[src/design/fdsw_pkg.sv]
// Package: types, codes and constants shared by the FAT directory sector walker.
`timescale 1ns / 1ps
`default_nettype none

package fdsw_pkg;

	localparam int unsigned SECTOR_BYTES_MAX_DEF = 4096;

	localparam logic [1:0] KIND_START = 2'd0;
	localparam logic [1:0] KIND_DATA  = 2'd1;
	localparam logic [1:0] KIND_FAT   = 2'd2;

	localparam logic [2:0] REG_SPC        = 3'd0;
	localparam logic [2:0] REG_DATA_START = 3'd1;
	localparam logic [2:0] REG_FAT_START  = 3'd2;
	localparam logic [2:0] REG_ROOT_START = 3'd3;
	localparam logic [2:0] REG_ROOT_SECS  = 3'd4;
	localparam logic [2:0] REG_SIZE_LOG2  = 3'd5;
	localparam logic [2:0] REG_WIDE_FAT   = 3'd6;
	localparam logic [2:0] REG_SEC_LIMIT  = 3'd7;

	localparam logic [15:0] FAT12_LIMIT = 16'h0ff6;
	localparam logic [15:0] FAT16_LIMIT = 16'hfff6;
	localparam logic [15:0] FAT12_MASK  = 16'h0fff;

	localparam logic [3:0] SHIFT_MIN = 4'd9;

	typedef enum logic [1:0] {
		PH_IDLE  = 2'd0,
		PH_ROOT  = 2'd1,
		PH_CHAIN = 2'd2,
		PH_FAT   = 2'd3
	} phase_t;

	typedef enum logic [1:0] {
		ACT_READ = 2'd0,
		ACT_FAT  = 2'd1,
		ACT_DONE = 2'd2,
		ACT_FAIL = 2'd3
	} action_t;

	typedef enum logic [2:0] {
		FAIL_NONE  = 3'd0,
		FAIL_READ  = 3'd1,
		FAIL_LIMIT = 3'd2,
		FAIL_BAD   = 3'd3,
		FAIL_UNEXP = 3'd4
	} fail_t;

	typedef struct packed {
		logic [7:0]  clus_len;
		logic [15:0] data_area_start;
		logic [15:0] fat_area_start;
		logic [15:0] root_area_start;
		logic [15:0] root_area_sectors;
		logic [3:0]  sector_size_log2;
		logic        wide_fat_mode;
		logic [7:0]  sector_limit;
	} cfg_t;

	localparam cfg_t CFG_RESET = '{
		clus_len:            8'd1,
		data_area_start:     16'd0,
		fat_area_start:      16'd1,
		root_area_start:     16'd0,
		root_area_sectors:   16'd14,
		sector_size_log2:    4'd9,
		wide_fat_mode:       1'b0,
		sector_limit:        8'd12
	};

	typedef struct packed {
		logic [1:0]  kind;
		logic [15:0] start_cluster;
		logic        read_failed;
		logic        last_entry_empty;
		logic [15:0] fat_word;
	} in_word_t;

	typedef struct packed {
		action_t     action;
		logic [15:0] sector;
		logic [11:0] fat_byte_offset;
		logic        fat_sector_same;
		logic [8:0]  sector_count;
		fail_t       fail_reason;
	} out_word_t;

endpackage

`default_nettype wire

[src/design/fdsw_cfg.sv]
// Configuration register file of the FAT directory sector walker.
`timescale 1ns / 1ps
`default_nettype none

module fdsw_cfg (
	input  wire logic          clk,
	input  wire logic          arst_n,
	input  wire logic          cfg_write,
	input  wire logic [2:0]    cfg_index,
	input  wire logic [15:0]   cfg_data,
	output fdsw_pkg::cfg_t     cfg
);

	fdsw_pkg::cfg_t cfg_q;

	always_ff @(posedge clk or negedge arst_n) begin
		if (!arst_n) begin
			cfg_q <= fdsw_pkg::CFG_RESET;
		end else if (cfg_write) begin
			unique case (cfg_index)
				fdsw_pkg::REG_SPC:        cfg_q.clus_len            <= cfg_data[7:0];
				fdsw_pkg::REG_DATA_START: cfg_q.data_area_start     <= cfg_data;
				fdsw_pkg::REG_FAT_START:  cfg_q.fat_area_start      <= cfg_data;
				fdsw_pkg::REG_ROOT_START: cfg_q.root_area_start     <= cfg_data;
				fdsw_pkg::REG_ROOT_SECS:  cfg_q.root_area_sectors   <= cfg_data;
				fdsw_pkg::REG_SIZE_LOG2:  cfg_q.sector_size_log2    <= cfg_data[3:0];
				fdsw_pkg::REG_WIDE_FAT:   cfg_q.wide_fat_mode       <= cfg_data[0];
				fdsw_pkg::REG_SEC_LIMIT:  cfg_q.sector_limit        <= cfg_data[7:0];
				default: ;
			endcase
		end
	end

	assign cfg = cfg_q;

endmodule

`default_nettype wire

[src/design/fdsw_core.sv]
// Walk state and per-word decision logic of the FAT directory sector walker.
`timescale 1ns / 1ps
`default_nettype none

module fdsw_core #(
	parameter int unsigned SECTOR_BYTES_MAX = fdsw_pkg::SECTOR_BYTES_MAX_DEF
) (
	input  wire logic               clk,
	input  wire logic               arst_n,
	input  fdsw_pkg::cfg_t          cfg,
	input  wire logic               step,
	input  fdsw_pkg::in_word_t      req,
	output fdsw_pkg::out_word_t     rsp,
	output fdsw_pkg::phase_t        phase
);

	// largest usable sector shift, clamped to 9..12
	localparam int LOG_FLOOR = $clog2(SECTOR_BYTES_MAX + 1) - 1;
	localparam int SHIFT_HI  = (LOG_FLOOR > 12) ? 12 : ((LOG_FLOOR < 9) ? 9 : LOG_FLOOR);
	localparam logic [3:0] SHIFT_HI_L = 4'(SHIFT_HI);

	fdsw_pkg::phase_t phase_q, phase_d;
	logic [15:0] cur_q, cur_d;
	logic [15:0] nsec_q, nsec_d;
	logic [7:0]  sic_q, sic_d;
	logic [8:0]  cnt_q, cnt_d;
	logic [15:0] lfs_q, lfs_d;
	logic        lfv_q, lfv_d;

	logic        is_start, rd_ok, fat_ok;
	logic [7:0]  csize;
	logic [3:0]  sh;
	logic [16:0] fat_byte, fat_idx, off_mask;
	logic [15:0] fsec;
	logic [11:0] foff;
	logic        fsame;
	logic [15:0] nxt, enter_c, c_m2, limit, chain_sec, nsec_inc;
	logic [23:0] prod;
	logic        enter_bad, enter_mark;
	logic [8:0]  cnt_inc;
	logic [7:0]  sic_inc;
	logic        over_limit, root_end, in_cluster;

	fdsw_pkg::action_t act;
	fdsw_pkg::fail_t   why;

	assign is_start = (req.kind == fdsw_pkg::KIND_START);
	assign rd_ok    = (req.kind == fdsw_pkg::KIND_DATA) &&
		(phase_q == fdsw_pkg::PH_ROOT || phase_q == fdsw_pkg::PH_CHAIN);
	assign fat_ok   = (req.kind == fdsw_pkg::KIND_FAT) && (phase_q == fdsw_pkg::PH_FAT);

	assign csize = (cfg.clus_len == 8'd0) ? 8'd1 : cfg.clus_len;

	always_comb begin
		sh = cfg.sector_size_log2;
		if (sh < fdsw_pkg::SHIFT_MIN) begin
			sh = fdsw_pkg::SHIFT_MIN;
		end
		if (sh > SHIFT_HI_L) begin
			sh = SHIFT_HI_L;
		end
	end

	// FAT entry location
	assign fat_byte = cfg.wide_fat_mode ? {cur_q, 1'b0}
		: ({1'b0, cur_q} + {2'b00, cur_q[15:1]});
	assign fat_idx  = fat_byte >> sh;
	assign off_mask = (17'd1 << sh) - 17'd1;
	assign fsec     = cfg.fat_area_start + fat_idx[15:0];
	assign foff     = 12'(fat_byte & off_mask);
	assign fsame    = lfv_q && (lfs_q == fsec);

	// next cluster decode
	assign nxt = cfg.wide_fat_mode ? req.fat_word
		: (cur_q[0] ? {4'b0000, req.fat_word[15:4]} : (req.fat_word & fdsw_pkg::FAT12_MASK));
	assign enter_c    = is_start ? req.start_cluster : nxt;
	assign limit      = cfg.wide_fat_mode ? fdsw_pkg::FAT16_LIMIT : fdsw_pkg::FAT12_LIMIT;
	assign enter_bad  = enter_c > limit;
	assign enter_mark = enter_c == (limit + 16'd1);
	assign c_m2       = enter_c - 16'd2;
	assign prod       = c_m2 * csize;
	assign chain_sec  = prod[15:0] + cfg.data_area_start;

	assign cnt_inc    = cnt_q + 9'd1;
	assign sic_inc    = sic_q + 8'd1;
	assign nsec_inc   = nsec_q + 16'd1;
	assign over_limit = cnt_inc > {1'b0, cfg.sector_limit};
	assign root_end   = {7'd0, cnt_inc} >= cfg.root_area_sectors;
	assign in_cluster = sic_inc < csize;

	// result decision
	always_comb begin
		act = fdsw_pkg::ACT_FAIL;
		why = fdsw_pkg::FAIL_UNEXP;
		rsp = '0;
		rsp.sector_count = cnt_q;
		if (is_start) begin
			rsp.sector_count = 9'd0;
			if (req.start_cluster == 16'd0) begin
				if (cfg.root_area_sectors == 16'd0) begin
					act = fdsw_pkg::ACT_DONE;
					why = fdsw_pkg::FAIL_NONE;
				end else begin
					act = fdsw_pkg::ACT_READ;
					why = fdsw_pkg::FAIL_NONE;
					rsp.sector = cfg.root_area_start;
				end
			end else if (req.start_cluster == 16'd1) begin
				why = fdsw_pkg::FAIL_BAD;
			end else if (enter_bad) begin
				act = enter_mark ? fdsw_pkg::ACT_FAIL : fdsw_pkg::ACT_DONE;
				why = enter_mark ? fdsw_pkg::FAIL_BAD : fdsw_pkg::FAIL_NONE;
			end else begin
				act = fdsw_pkg::ACT_READ;
				why = fdsw_pkg::FAIL_NONE;
				rsp.sector = chain_sec;
			end
		end else if (rd_ok) begin
			if (req.read_failed) begin
				why = fdsw_pkg::FAIL_READ;
			end else begin
				rsp.sector_count = cnt_inc;
				if (req.last_entry_empty) begin
					act = fdsw_pkg::ACT_DONE;
					why = fdsw_pkg::FAIL_NONE;
				end else if (over_limit) begin
					why = fdsw_pkg::FAIL_LIMIT;
				end else if (phase_q == fdsw_pkg::PH_ROOT) begin
					why = fdsw_pkg::FAIL_NONE;
					if (root_end) begin
						act = fdsw_pkg::ACT_DONE;
					end else begin
						act = fdsw_pkg::ACT_READ;
						rsp.sector = nsec_inc;
					end
				end else if (in_cluster) begin
					act = fdsw_pkg::ACT_READ;
					why = fdsw_pkg::FAIL_NONE;
					rsp.sector = nsec_inc;
				end else begin
					act = fdsw_pkg::ACT_FAT;
					why = fdsw_pkg::FAIL_NONE;
					rsp.sector = fsec;
					rsp.fat_byte_offset = foff;
					rsp.fat_sector_same = fsame;
				end
			end
		end else if (fat_ok) begin
			if (req.read_failed) begin
				why = fdsw_pkg::FAIL_READ;
			end else if (enter_bad) begin
				act = enter_mark ? fdsw_pkg::ACT_FAIL : fdsw_pkg::ACT_DONE;
				why = enter_mark ? fdsw_pkg::FAIL_BAD : fdsw_pkg::FAIL_NONE;
			end else begin
				act = fdsw_pkg::ACT_READ;
				why = fdsw_pkg::FAIL_NONE;
				rsp.sector = chain_sec;
			end
		end
		rsp.action = act;
		rsp.fail_reason = why;
	end

	// next state
	always_comb begin
		phase_d = phase_q;
		cur_d   = cur_q;
		nsec_d  = nsec_q;
		sic_d   = sic_q;
		cnt_d   = cnt_q;
		lfs_d   = lfs_q;
		lfv_d   = lfv_q;
		if (act == fdsw_pkg::ACT_DONE || act == fdsw_pkg::ACT_FAIL) begin
			phase_d = fdsw_pkg::PH_IDLE;
		end else if (act == fdsw_pkg::ACT_FAT) begin
			phase_d = fdsw_pkg::PH_FAT;
		end else if (is_start) begin
			phase_d = (req.start_cluster == 16'd0) ? fdsw_pkg::PH_ROOT : fdsw_pkg::PH_CHAIN;
		end else if (fat_ok) begin
			phase_d = fdsw_pkg::PH_CHAIN;
		end
		if (is_start) begin
			cnt_d = 9'd0;
			lfv_d = 1'b0;
			sic_d = 8'd0;
			if (act == fdsw_pkg::ACT_READ) begin
				if (req.start_cluster == 16'd0) begin
					cur_d  = 16'd0;
					nsec_d = cfg.root_area_start;
				end else begin
					cur_d  = enter_c;
					nsec_d = chain_sec;
				end
			end
		end else if (rd_ok) begin
			if (!req.read_failed) begin
				cnt_d = cnt_inc;
			end
			if (phase_q == fdsw_pkg::PH_CHAIN &&
				(act == fdsw_pkg::ACT_READ || act == fdsw_pkg::ACT_FAT)) begin
				sic_d = sic_inc;
			end
			if (act == fdsw_pkg::ACT_READ) begin
				nsec_d = nsec_inc;
			end
			if (act == fdsw_pkg::ACT_FAT) begin
				lfs_d = fsec;
				lfv_d = 1'b1;
			end
		end else if (fat_ok && act == fdsw_pkg::ACT_READ) begin
			cur_d  = enter_c;
			sic_d  = 8'd0;
			nsec_d = chain_sec;
		end
	end

	always_ff @(posedge clk or negedge arst_n) begin
		if (!arst_n) begin
			phase_q <= fdsw_pkg::PH_IDLE;
			cur_q   <= '0;
			nsec_q  <= '0;
			sic_q   <= '0;
			cnt_q   <= '0;
			lfs_q   <= '0;
			lfv_q   <= 1'b0;
		end else if (step) begin
			phase_q <= phase_d;
			cur_q   <= cur_d;
			nsec_q  <= nsec_d;
			sic_q   <= sic_d;
			cnt_q   <= cnt_d;
			lfs_q   <= lfs_d;
			lfv_q   <= lfv_d;
		end
	end

	assign phase = phase_q;

endmodule

`default_nettype wire

[src/design/fat_directory_sector_walker.sv]
// Top level of the FAT12/FAT16 directory sector walker.
`timescale 1ns / 1ps
`default_nettype none

// Walks one FAT12 or FAT16 directory one disk transaction per word: a start
// word (cluster 0 = root area) yields the first sector read, each finished
// sector read yields the next read, a FAT fetch request or the end of the walk,
// and each delivered FAT word yields the first read of the next cluster; a start
// or FAT word may also end the walk. Every request word gives exactly one
// response word. The block takes one word per clock cycle while responses are
// taken: the word sits in an input register, then the walk state is updated and
// the response computed, and the response is held in an output register until
// taken. The walk state loop through the core is the path that sets the rate;
// a stalled response holds the input register, which then holds req_ready low.
// Configuration writes take effect at the next edge and belong to idle times.
module fat_directory_sector_walker #(
	parameter int unsigned SECTOR_BYTES_MAX = fdsw_pkg::SECTOR_BYTES_MAX_DEF
) (
	input  wire logic            clk,
	input  wire logic            arst_n,
	input  wire logic            cfg_write,
	input  wire logic [2:0]      cfg_index,
	input  wire logic [15:0]     cfg_data,
	input  wire logic            req_valid,
	output logic                 req_ready,
	input  fdsw_pkg::in_word_t   req,
	output logic                 rsp_valid,
	input  wire logic            rsp_ready,
	output fdsw_pkg::out_word_t  rsp
);

	fdsw_pkg::cfg_t      cfg;
	fdsw_pkg::in_word_t  req_s1;
	fdsw_pkg::out_word_t rsp_s2, core_rsp;
	fdsw_pkg::phase_t    core_phase;
	logic                vld_s1, vld_s2;
	logic                advance, accept;

	fdsw_cfg u_cfg (
		.clk       (clk),
		.arst_n    (arst_n),
		.cfg_write (cfg_write),
		.cfg_index (cfg_index),
		.cfg_data  (cfg_data),
		.cfg       (cfg)
	);

	fdsw_core #(
		.SECTOR_BYTES_MAX (SECTOR_BYTES_MAX)
	) u_core (
		.clk    (clk),
		.arst_n (arst_n),
		.cfg    (cfg),
		.step   (advance),
		.req    (req_s1),
		.rsp    (core_rsp),
		.phase  (core_phase)
	);

	assign advance   = vld_s1 && (!vld_s2 || rsp_ready);
	assign req_ready = !vld_s1 || advance;
	assign accept    = req_valid && req_ready;

	always_ff @(posedge clk or negedge arst_n) begin
		if (!arst_n) begin
			vld_s1 <= 1'b0;
			vld_s2 <= 1'b0;
		end else begin
			if (accept) begin
				vld_s1 <= 1'b1;
			end else if (advance) begin
				vld_s1 <= 1'b0;
			end
			if (advance) begin
				vld_s2 <= 1'b1;
			end else if (rsp_ready) begin
				vld_s2 <= 1'b0;
			end
		end
	end

	always_ff @(posedge clk) begin
		if (accept) begin
			req_s1 <= req;
		end
		if (advance) begin
			rsp_s2 <= core_rsp;
		end
	end

	assign rsp_valid = vld_s2;
	assign rsp       = rsp_s2;

	// a finished or failed walk leaves the walker idle
	assert property (@(posedge clk) disable iff (!arst_n)
		advance && (core_rsp.action == fdsw_pkg::ACT_DONE ||
			core_rsp.action == fdsw_pkg::ACT_FAIL)
		|=> core_phase == fdsw_pkg::PH_IDLE)
	else $error("walker not idle after end of walk");

	// a FAT fetch request always waits for a FAT word
	assert property (@(posedge clk) disable iff (!arst_n)
		advance && core_rsp.action == fdsw_pkg::ACT_FAT
		|=> core_phase == fdsw_pkg::PH_FAT)
	else $error("FAT request without FAT phase");

	// fail reason set exactly on failure
	assert property (@(posedge clk) disable iff (!arst_n)
		rsp_valid |-> ((rsp.action == fdsw_pkg::ACT_FAIL) ==
			(rsp.fail_reason != fdsw_pkg::FAIL_NONE)))
	else $error("fail reason does not match action");

	// same-sector flag only on FAT requests
	assert property (@(posedge clk) disable iff (!arst_n)
		rsp_valid && rsp.action != fdsw_pkg::ACT_FAT |-> !rsp.fat_sector_same)
	else $error("same-sector flag outside FAT request");

endmodule

`default_nettype wire

[config.mk]
export PLATFORM = sky130hd
export DESIGN_NAME = fat_directory_sector_walker
export DESIGN_NICKNAME = d
export VERILOG_FILES = /design/src/design/fdsw_pkg.sv /design/src/design/fdsw_cfg.sv /design/src/design/fdsw_core.sv /design/src/design/fat_directory_sector_walker.sv
export SDC_FILE = /design/constraint.sdc
export NUM_CORES = 1
export LEC_CHECK = 0
export ABC_AREA = 1
export BUFFER_PORTS_ARGS = -buffer_cell sky130_fd_sc_hd__clkbuf_2
export CAP_MARGIN = 20
export CORE_MARGIN = 5
export CORE_UTILIZATION = 55
export DETAILED_ROUTE_END_ITERATION = 10
export GPL_TIMING_DRIVEN = 0
export PLACE_DENSITY_LB_ADDON = 0.15
export SKIP_LAST_GASP = 1
export SLEW_MARGIN = 20
export SYNTH_ARGS = -nofsm -noshare
export SYNTH_HDL_FRONTEND = slang
export SYNTH_HIERARCHICAL = 1
export SYNTH_SLANG_ARGS = --single-unit
[constraint.sdc]
create_clock -name clk -period 11.4 [get_ports clk]
set_clock_uncertainty 0.1 [all_clocks]
set_input_delay 2.28 -clock clk [delete_from_list [all_inputs] [get_ports clk]]
set_output_delay 2.28 -clock clk [all_outputs]
set_load 0.02 [all_outputs]
==> impl_metrics.ini <==
[floorplan]
die_area_um2 = 35630
fp.coreArea_um2 = 31560
start_util = 0.5570
die_y_um = 188.8
row_count = 65
top_level_ports = 105
die_w_um = 188.8

[global_route]
busiest_layer = met2
antenna_found_initial = 1
use_met3 = 0.06354
grt_first_pass_wirelength_um = 83850
grt_max_degree = 90
grt_use_total = 0.2983
gr-usage-met2 = 0.4813
grt_use_met1 = 0.4065
grt_pass1_vias = 15384
overflow = 0

[yosys]
yosys-mux-area-fraction = 0
ys_seq_area_frac = 0.3563
yosys.area.top_type_share = 0.2079
synth_xor_area_frac = 0.02990
synth-async-reset-ratio = 0.6624
synth_ff_type = dfrtp_1
synth_edf_count = 79
yosys-top-cells-area = dfrtp_1 21%, edfxtp_1 13%, nand2_1 13%
yosysUniqueCellTypes = 64
synth_top_family_by_area = simple AND/OR/NAND/NOR gates
synth_common_cells = 622 x nand2_1, 324 x inv_1, 166 x nand3_1, 146 x dfrtp_1, 139 x nor2_1
netlist_area_um2 = 17580
synth_compound_area_frac = 0.1039
synth_top_area_cell = dfrtp_1
yosys_warnings = 6
syn_area_per_cell_um2 = 7.903
synth_fa_ha_area_frac = 0.1521
yosysMostFrequentCell = nand2_1
ys_ff_latch = 234
synth_cells = 2224
synthSimpleGateAreaFrac = 0.2634

[timing]
whs_ns = 0.3664
tightest_slew_ns = 0.9397
maxSlewViolCount = 0
min_period_over_period = 0.6738
hold_viol_final = 0
fmax_ghz = 0.1302
fin_crit_ns = 7.681
rsz0062_at_grt = no
setup_viol = 0
tns_ns = 0
relSlewSlack = 0.3669

[setup_path]
critPathMostFrequentCell = nand2_1
crit_required_ns = 11.54
startpoint_type = flip-flop
rr_startpoint = u_cfg/cfg[8]$_DFFE_PN0P_
path_class = reg2reg
arrival_ns = 7.82
critPathCaptureType = flip-flop
reg2reg_depth = 29
r2r-end = rsp[38]$_DFFE_PP_
worst-r2r-setup-slack_ns = 3.72
slowest_stage = dfrtp_1
crit_fanout = 10
startpoint = u_cfg/cfg[8]$_DFFE_PN0P_
crit_end = rsp[38]$_DFFE_PP_
cpPeakStageDelay_ns = 0.69

[pwr]
swShare = 0.5030
power_density_nw_per_um2 = 277.4
p_comb_frac = 0.626
clock_power_share = 0.162
p_seq_frac = 0.211
p_int_uw = 2706
vdd_drop_max_uv = 964.4
p_leak_uw = 0.009813
p_sw_uw = 2739

[flow_run]
cap_violations = 0

[finish]
syn2layout_area_growth_pct = 11.68
fillers = 2937
diodes = 0
final_nets = 2594
layout-drive-gt1-share = 0.1253

[min_path]
holdCritPathClass = reg2reg

[placement]
dp_hpwl_um = 41960
io_buffers = 103
place_congestion = 0.9627

[detailed_routing]
first_pass_iters = 5
drt_wl_total_um = 52860
drcViolationCount = 0
wire_per_inst_um = 18.96
via_count = 15664
postRouteAntennaNets = 0
avgViaCountPerCell = 5.618
drt_iter0_markers = 1449

[clock_network]
postCtsSetupBuffers = 0
hold_buffers = 0
clk_pin_slew_ns = 0.06
clock_sinks = 234
ctsRootBufferMaster = clkbuf_16
clk_latency_ns = 0.54
cts_made_buffers = 27
postCtsResizedCells = 0
cts-htree-levels = 1
clock_path_buffers = 3
cts_tree = done

[outcome]
outcome = finished, final reports clean
==> stage by stage <==
| stage | power [uW] | worst slack [ns] | util | cell area (um^2) | cells |
|---|---|---|---|---|---|
| after floorplan | 3485 | 5.283 | - | 17600 | 2231 |
| after global placement | 4386 | 2.806 | 0.5901 | 18620 | 2736 |
| after detailed placement | 4468 | 3.937 | 0.5933 | 18720 | 2739 |
| after CTS | 5374 | 3.907 | 0.6220 | 19630 | 2788 |
| after global routing | 5921 | 3.308 | 0.6220 | 19630 | 2788 |
| final | 5446 | 3.719 | 0.6220 | 19630 | 2788 |
==> worst min-delay path by stage <==
stage                                          from                        end  cells after the start
after floorplan           u_cfg/cfg[82]$_DFFE_PN0P_  u_cfg/cfg[82]$_DFFE_PN0P_                      2
final                      u_cfg/cfg[3]$_DFFE_PN1P_   u_cfg/cfg[3]$_DFFE_PN1P_                      2
after detailed placement  u_cfg/cfg[82]$_DFFE_PN0P_  u_cfg/cfg[82]$_DFFE_PN0P_                      2
after global placement    u_cfg/cfg[83]$_DFFE_PN0P_  u_cfg/cfg[83]$_DFFE_PN0P_                      2
after global routing       u_cfg/cfg[3]$_DFFE_PN1P_   u_cfg/cfg[3]$_DFFE_PN1P_                      2
after CTS                  u_cfg/cfg[3]$_DFFE_PN1P_   u_cfg/cfg[3]$_DFFE_PN1P_                      2
==> critical path: cells and delay by family (launching register included) <==
kind                     cells  cell delay (ns)
AO/OA/AOI/OAI                5             1.36
AND/OR/NAND/NOR             11             1.22
flip-flops                   1             0.69
adder cells (fa/ha/maj)      6             2.61
XOR/XNOR                     1             0.62
buffers and inverters        6             0.76
==> routing by layer <==
metal | share of wire | up-vias
met4 | 0.035 | 2
li1 | - | 7490
met3 | 0.093 | 108
met1 | 0.41 | 7430
met5 | 0.00025 | -
met2 | 0.46 | 634
==> placed cells by master (no fill, tap or decap), types with 18 or more instances in the layout <==
cell,instances
a21oi_1,77
buf_2,27
clkbuf_1,25
clkbuf_16,28
clkbuf_2,103
dfrtp_1,146
edfxtp_1,79
fa_1,76
ha_1,92
inv_1,323
nand2_1,622
nand2_2,18
nand3_1,166
nor2_1,139
nor3_1,24
o211ai_1,19
o21ai_0,61
o21ai_1,56
o22ai_1,19
xor2_1,45
==> sequential cells by signal (all words and copies together) (netlist names) <==
register and flops:
u_core/cnt_q 9, u_core/lfv_q 1, u_core/phase 2, rsp 43, u_cfg/cfg 85, req_s1 36, u_core/sic_q 8, u_core/cur_q 16
rsp_valid 1, u_core/nsec_q 16, vld_s1 1, u_core/lfs_q 16
==> power by group through the flow <==
stage | registers, uW | logic, uW | clock network [uW]
2_1_floorplan | 1160 | 2330 | 0
3_3_place_gp | 1160 | 3220 | 0
3_5_place_dp | 1160 | 3300 | 0
4_1_cts | 1150 | 3320 | 902
5_1_grt | 1170 | 3810 | 939
6_report | 1150 | 3410 | 885
==> cell families (layout without fill, tap and decap cells) <==
family,Yosys count,count (layout)
buffers and inverters,407,562
other,2,9
xor gates and xnor gates,60,60
AOI/OAI and AO/OA,303,303
DFF,234,234
and+or+nand+nor,1050,1050
adders and majority gates,168,168
==> final cells by class <==
type,count,area [um^2],share of cell area
timing repair buffer,106,606.8,0.03092
clock buffer,35,750.7,0.03825
sequential,234,6262,0.3191
multi-input combinational,1590,9699,0.4942
clock inverter,14,153.9,0.007841
inverter,347,1320,0.06725
buffer,60,331.6,0.01689
tap,402,503.0,0.02563
Power figures use the tool's default switching activity.
